[src/rtl/cbt_pkg.sv]
package cbt_pkg;

	// field widths of the item and the table entry
	localparam int PHI_W   = 16;
	localparam int THETA_W = 15;
	localparam int SLOT_W  = 9;
	localparam int COUNT_W = 10;

	// entry count register
	localparam logic [COUNT_W-1:0] COUNT_RESET = 10'd361;
	localparam int                 MIN_COUNT   = 2;

	// item kinds
	localparam logic KIND_WRITE = 1'b0;
	localparam logic KIND_QUERY = 1'b1;

	// input transaction
	typedef struct packed {
		logic                      kind;
		logic [SLOT_W-1:0]         entry_index;
		logic signed [PHI_W-1:0]   phi_value;
		logic [THETA_W-1:0]        theta_value;
	} item_t;

	// output transaction
	typedef struct packed {
		logic forbidden;
		logic exact_match;
	} result_t;

	// one boundary point in the table memory
	typedef struct packed {
		logic signed [PHI_W-1:0] phi;
		logic [THETA_W-1:0]      theta;
	} entry_t;

endpackage

[src/rtl/cbt_search.sv]
module cbt_search #(
	parameter int DEPTH = 512,
	parameter int AW    = 9
) (
	input  logic                  clk,
	input  logic                  arst_n,
	input  logic                  item_valid,
	output logic                  item_stall,
	input  cbt_pkg::item_t        item,
	output logic                  result_valid,
	input  logic                  result_stall,
	output cbt_pkg::result_t      result,
	input  logic [AW-1:0]         last_idx,
	output logic                  wr_en,
	output logic [AW-1:0]         wr_addr,
	output cbt_pkg::entry_t       wr_data,
	output logic [AW-1:0]         rd_addr,
	input  cbt_pkg::entry_t       rd_data
);

	typedef enum logic [2:0] {
		ST_IDLE,
		ST_RD_LAST,
		ST_CHK_LAST,
		ST_PROBE,
		ST_DONE
	} state_t;

	state_t                              state_q;
	logic signed [cbt_pkg::PHI_W-1:0]    phi_q;
	logic [cbt_pkg::THETA_W-1:0]         theta_q;
	logic [cbt_pkg::THETA_W-1:0]         theta_lo_q;
	logic [cbt_pkg::THETA_W-1:0]         theta_hi_q;
	logic                                below_q;
	logic                                exact_q;
	logic                                single_q;
	logic [AW-1:0]                       lo_q;
	logic [AW-1:0]                       hi_q;
	logic [AW-1:0]                       mid_q;

	logic                                accept;
	logic                                probe_eq;
	logic                                probe_lt;
	logic [AW-1:0]                       lo_nx;
	logic [AW-1:0]                       hi_nx;
	logic [AW-1:0]                       mid_nx;
	logic                                more;
	logic [cbt_pkg::THETA_W:0]           theta_sum;
	logic                                forbid;
	logic                                out_free;

	// input handshake and table writes
	always_comb begin
		accept     = item_valid && (state_q == ST_IDLE);
		item_stall = (state_q != ST_IDLE);
		wr_en      = accept && (item.kind == cbt_pkg::KIND_WRITE)
			&& (32'(item.entry_index) < DEPTH);
		wr_addr    = AW'(item.entry_index);
		wr_data    = '{phi: item.phi_value, theta: item.theta_value};
	end

	// interval update and next probe address
	always_comb begin
		probe_eq = (rd_data.phi == phi_q);
		probe_lt = (rd_data.phi < phi_q);
		lo_nx    = lo_q;
		hi_nx    = hi_q;
		if (state_q == ST_CHK_LAST) begin
			lo_nx = '0;
			hi_nx = last_idx;
		end else if (probe_lt) begin
			lo_nx = mid_q;
		end else begin
			hi_nx = mid_q;
		end
		more   = (hi_nx - lo_nx) > AW'(1);
		mid_nx = AW'(({1'b0, lo_nx} + {1'b0, hi_nx}) >> 1);
		case (state_q)
			ST_IDLE:    rd_addr = '0;
			ST_RD_LAST: rd_addr = last_idx;
			default:    rd_addr = mid_nx;
		endcase
	end

	// threshold compare: a single entry against theta, else the mean taken as a sum against twice theta
	always_comb begin
		theta_sum = {1'b0, theta_lo_q} + {1'b0, theta_hi_q};
		if (single_q) begin
			forbid = (theta_lo_q <= theta_q);
		end else begin
			forbid = (theta_sum <= {theta_q, 1'b0});
		end
		out_free = !result_valid || !result_stall;
	end

	// search sequencer and result register
	always_ff @(posedge clk or negedge arst_n) begin
		if (!arst_n) begin
			state_q      <= ST_IDLE;
			result_valid <= 1'b0;
		end else begin
			if (result_valid && !result_stall) begin
				result_valid <= 1'b0;
			end
			unique case (state_q)
				ST_IDLE: begin
					if (accept && (item.kind == cbt_pkg::KIND_QUERY)) begin
						phi_q   <= item.phi_value;
						theta_q <= item.theta_value;
						state_q <= ST_RD_LAST;
					end
				end
				ST_RD_LAST: begin
					below_q    <= (phi_q <= rd_data.phi);
					exact_q    <= probe_eq;
					theta_lo_q <= rd_data.theta;
					state_q    <= ST_CHK_LAST;
				end
				ST_CHK_LAST: begin
					if (below_q) begin
						single_q <= 1'b1;
						state_q  <= ST_DONE;
					end else if (phi_q >= rd_data.phi) begin
						exact_q    <= probe_eq;
						theta_lo_q <= rd_data.theta;
						single_q   <= 1'b1;
						state_q    <= ST_DONE;
					end else begin
						exact_q    <= 1'b0;
						single_q   <= 1'b0;
						theta_hi_q <= rd_data.theta;
						lo_q       <= lo_nx;
						hi_q       <= hi_nx;
						mid_q      <= mid_nx;
						state_q    <= more ? ST_PROBE : ST_DONE;
					end
				end
				ST_PROBE: begin
					if (probe_eq) begin
						exact_q    <= 1'b1;
						single_q   <= 1'b1;
						theta_lo_q <= rd_data.theta;
						state_q    <= ST_DONE;
					end else begin
						if (probe_lt) begin
							theta_lo_q <= rd_data.theta;
						end else begin
							theta_hi_q <= rd_data.theta;
						end
						lo_q    <= lo_nx;
						hi_q    <= hi_nx;
						mid_q   <= mid_nx;
						state_q <= more ? ST_PROBE : ST_DONE;
					end
				end
				ST_DONE: begin
					if (out_free) begin
						result       <= '{forbidden: forbid, exact_match: exact_q};
						result_valid <= 1'b1;
						state_q      <= ST_IDLE;
					end
				end
				default: state_q <= ST_IDLE;
			endcase
		end
	end

endmodule

[config.mk]
export PLATFORM = sky130hd
export DESIGN_NAME = cbt_search
export DESIGN_NICKNAME = d
export VERILOG_FILES = /design/src/rtl/cbt_pkg.sv /design/src/rtl/cbt_search.sv
export SDC_FILE = /design/constraint.sdc
export NUM_CORES = 1
export LEC_CHECK = 0
export BUFFER_PORTS_ARGS = -buffer_cell sky130_fd_sc_hd__buf_2
export CAP_MARGIN = 5
export CORE_ASPECT_RATIO = 1.4
export CORE_UTILIZATION = 52
export DETAILED_ROUTE_END_ITERATION = 7
export GPL_ROUTABILITY_DRIVEN = 0
export PLACE_DENSITY = 0.88
export SLEW_MARGIN = 10
export SYNTH_ARGS = -nofsm -noshare
export SYNTH_HDL_FRONTEND = slang
export SYNTH_SLANG_ARGS = --single-unit
[constraint.sdc]
create_clock -name clk -period 13.6 [get_ports clk]
set_input_delay 2.04 -clock clk [delete_from_list [all_inputs] [get_ports clk]]
set_output_delay 2.04 -clock clk [all_outputs]
set_load 0.02 [all_outputs]
==> metrics.md <==
| Metric | Value |
|---|---|
| Commonest non-fill, non-tap cell in the layout | buf_2 |
| Critical R2R Capture | state_q[1]$_DFFE_PN0P_ |
| CP max stage cell | fa_1 |
| # IOs | 139 |
| Row count | 47 |
| Vias post-DR | 4632 |
| Final Hold Fails | 0 |
| Period utilization | 0.596 |
| ANT nets after route | 0 |
| RSZ-0062 raised after global routing | false |
| Ys async rst share | 0.0412 |
| Worst-Margin Slew | 0.934 ns |
| Synth Flop Type | edfxtp_1 |
| Startpoint type of the worst setup path | input port |
| Synth warnings | 0 |
| Die Area | 12700 um^2 |
| EDFF count, synth | slightly above 90 |
| Crit path from | rd_data[21] |
| Fmax | approximately 120 MHz |
| Syn nets | 750 |
| Status | completed |
| Setup_tns | 0 ns |
| Non-filler cells, final | between 800 and 900 |
| # Post-CTS Setup Buffers | 0 |
| Worst-path fanout max | 19 |
| Vias in the first global route | 4922 |
| R2r setup slk | ~8.9 ns |
| Iter 0 DRT Violations | between 100 and 150 |
| Buffers on Ports | 120 |
| Slew HR | 0.376 |
| Setup violations, final | 0 |
| Synth Instances | slightly below 600 |
| Clock Skews | between 0.007 and 0.008 ns |
| Sequential area share after synthesis | 0.453 |
| R2R cell count | 18 |
| Placement Cell Area | approximately 6900 um^2 |
| Simple-gate share of the synthesized area | 0.107 |
| Peak VDD IR | 0.166 mV |
| Worst path top cell family by delay | compound AO/OA/AOI/OAI gates |
| #FFs+latches synth | 97 |
| Post-layout nets | 834 |
| Wire length per cell | between 15 and 20 um |
| Max-slew violation count | 0 |
| CTS root buf | clkbuf_16 |
| Gr ovfl total | 0 |
| Setup CP Type | in -> out |
| Detailed Place HPWL | approximately 11 mm |
| Max Cap Violations | 0 |
| Synth cell types | 56 |
| Num CTS Buffers | 9 |
| Post-synthesis mux area share | 0.0282 |
| Hold/Removal Path Class | reg -> reg |
| P per Cell Area | ~190 nW/um^2 |
| Gr usage total | 0.223 |
| Total power | about 0.0013 W |
| Crit. End Element | output port |
| Compound-Gate Fraction of Synth Area | 0.137 |
| P&R area growth vs syn | 11.7% |
| CTS max path bufs | 2 |
| Netlist Area Pre-Place | ~6400 um^2 |
| Clk sinks | just under 100 |
| CTS tree | done |
| Levels on crit path | 21 |
| First-pass GRT wire length | about 22 mm |
| Post-cts sizing count | 0 |
| Placed cell count | around 800 |
| TritonRoute pass-1 iters | 4 |
| Leak pwr | approximately 3.2 nW |
| Clock-pin slew on the worst setup and hold paths | ~0.07 ns |
| Worst r2r src | phi_q[6]$_DFFE_PP_ |
| Largest net degree at the start of global routing | 38 |
| Commonest non-fill, non-tap cells in the layout | buf_2 (120), edfxtp_1 (93), ha_1 (78) |
| H-tree depth | 3 |
| Tmin final | about 8.1 ns |
| Crit path buffers/inverters | 4 |
| Die H | approximately 130 um |
| Post-CTS Hold Fix Bufs | 0 |
| Syn avg cell area | about 11 um^2 |
| Drc violations | 0 |
| Via/cell ratio | 5.64 |
| Initial antenna violation count | 1 |
| Clk_lat worst skew | around 0.34 ns |
| Crit-path max cell delay | about 0.40 ns |
| CP cell instances | buf_2 -> inv_1 -> ha_1 -> nand4_1 -> a2111oi_2 -> o21ai_1 -> a32oi_4 -> nand2_4 -> mux2i_1 -> nor2_1 -> ha_1 -> inv_1 -> fa_1 -> o21bai_1 -> a21oi_1 -> o21ba_2 -> o31ai_1 -> a21oi_1 -> xnor2_1 -> a21o_1 -> buf_2 |
| WL final | between 10 and 15 mm |
| Share of cells above drive strength 1 | 0.229 |
| Largest family of logic cells by synthesized area | adder cells |
| Post-layout util | 0.601 |
| Starting density of the core | 0.538 |
| Post-synthesis xor/xnor area fraction | 0.0302 |
| Crit path required time | ~12 ns |
| Final Instance Area | ~7100 um^2 |
| Post-Synth Adder-Cell Area | 0.162 |
| Crit path DAT | between 6 and 7 ns |
| Die span in x | 95.7 um |
| Core Area | between 10000 and 15000 um^2 |
| Worst Setup EP | rd_addr[7] |
-- flip-flops by register name, summed over array words and instances, names as in the netlist --
register      cells
below_q           1
exact_q           1
hi_q              9
lo_q              9
mid_q             9
phi_q            16
result            2
result_valid      1
single_q          1
state_q           3
theta_hi_q       15
theta_lo_q       15
theta_q          15
-- how the worst min path moves through the flow --
stage / startpoint / endpoint / cells past startpoint
6_report: exact_q$_DFFE_PP_ / result[0]$_DFFE_PP_ / 0
5_1_grt: exact_q$_DFFE_PP_ / result[0]$_DFFE_PP_ / 0
4_1_cts: exact_q$_DFFE_PP_ / result[0]$_DFFE_PP_ / 0
3_5_place_dp: exact_q$_DFFE_PP_ / result[0]$_DFFE_PP_ / 0
3_3_place_gp: exact_q$_DFFE_PP_ / result[0]$_DFFE_PP_ / 0
2_1_floorplan: exact_q$_DFFE_PP_ / result[0]$_DFFE_PP_ / 0
-- per-stage QoR --
step,hold slack (ns),setup WS (ns)
6_report,0.428,5.50
5_1_grt,0.434,5.18
4_1_cts,0.433,5.51
3_5_place_dp,0.418,5.52
3_3_place_gp,0.412,5.75
2_1_floorplan,0.400,6.00
-- Yosys cell counts, types with 4 or more instances --
cell / instances / area (um^2)
xor2_1: 6 / 52.6
or2_1: 8 / 50.1
o31ai_1: 5 / 37.5
clkbuf_1: 9 / 33.8
o21a_1: 12 / 90.1
nor2b_1: 10 / 62.6
buf_4: 40 / 300
nand3_1: 13 / 65.1
nand2_1: 33 / 124
inv_1: 49 / 184
nor2_1: 40 / 150
and3_1: 4 / 25.0
dfrtp_1: 4 / 100
nor3_1: 7 / 35.0
a21o_1: 21 / 158
nand2b_1: 5 / 31.3
ha_1: 78 / 976
a21oi_1: 29 / 145
o21ai_1: 11 / 55.1
o211ai_1: 4 / 30.0
xnor2_1: 16 / 140
nand4_1: 7 / 43.8
mux2i_1: 18 / 180
edfxtp_1: 93 / 2790
o21ai_0: 14 / 70.1
-- kinds of logic after synthesis --
logic type / Yosys count
simple gates: 139
compound gates: 127
buf+inv: 100
flops: 97
fa+ha+maj: 81
xor+xnor: 22
mux: 18
-- power by group --
| part | switching, W | total, W | internal [W] |
|---|---|---|---|
| registers | 0.0000252 | 0.000414 | 0.000389 |
| logic | 0.000406 | 0.000679 | 0.000273 |
| clock network | 0.000108 | 0.000231 | 0.000123 |
-- final cells by class --
class | count | area, um^2
multi-input cells | 387 | 2980
clock inverters | 6 | 35.0
repair buffers | 124 | 631
fillers | 980 | 4740
inverters | 49 | 184
flip-flops and latches | 97 | 2890
clock buffers | 10 | 229
well taps | 147 | 184
diodes | 1 | 2.50
-- per-layer routing --
metal	global-route usage	vias to the layer above	share of wire
li1	-	2247	-
met1	0.232	2207	0.37
met2	0.426	144	0.54
met3	0.0285	32	0.054
met4	0.109	2	0.029
met5	0	-	0.00074
No activity file was read; power rests on OpenSTA's default activity.
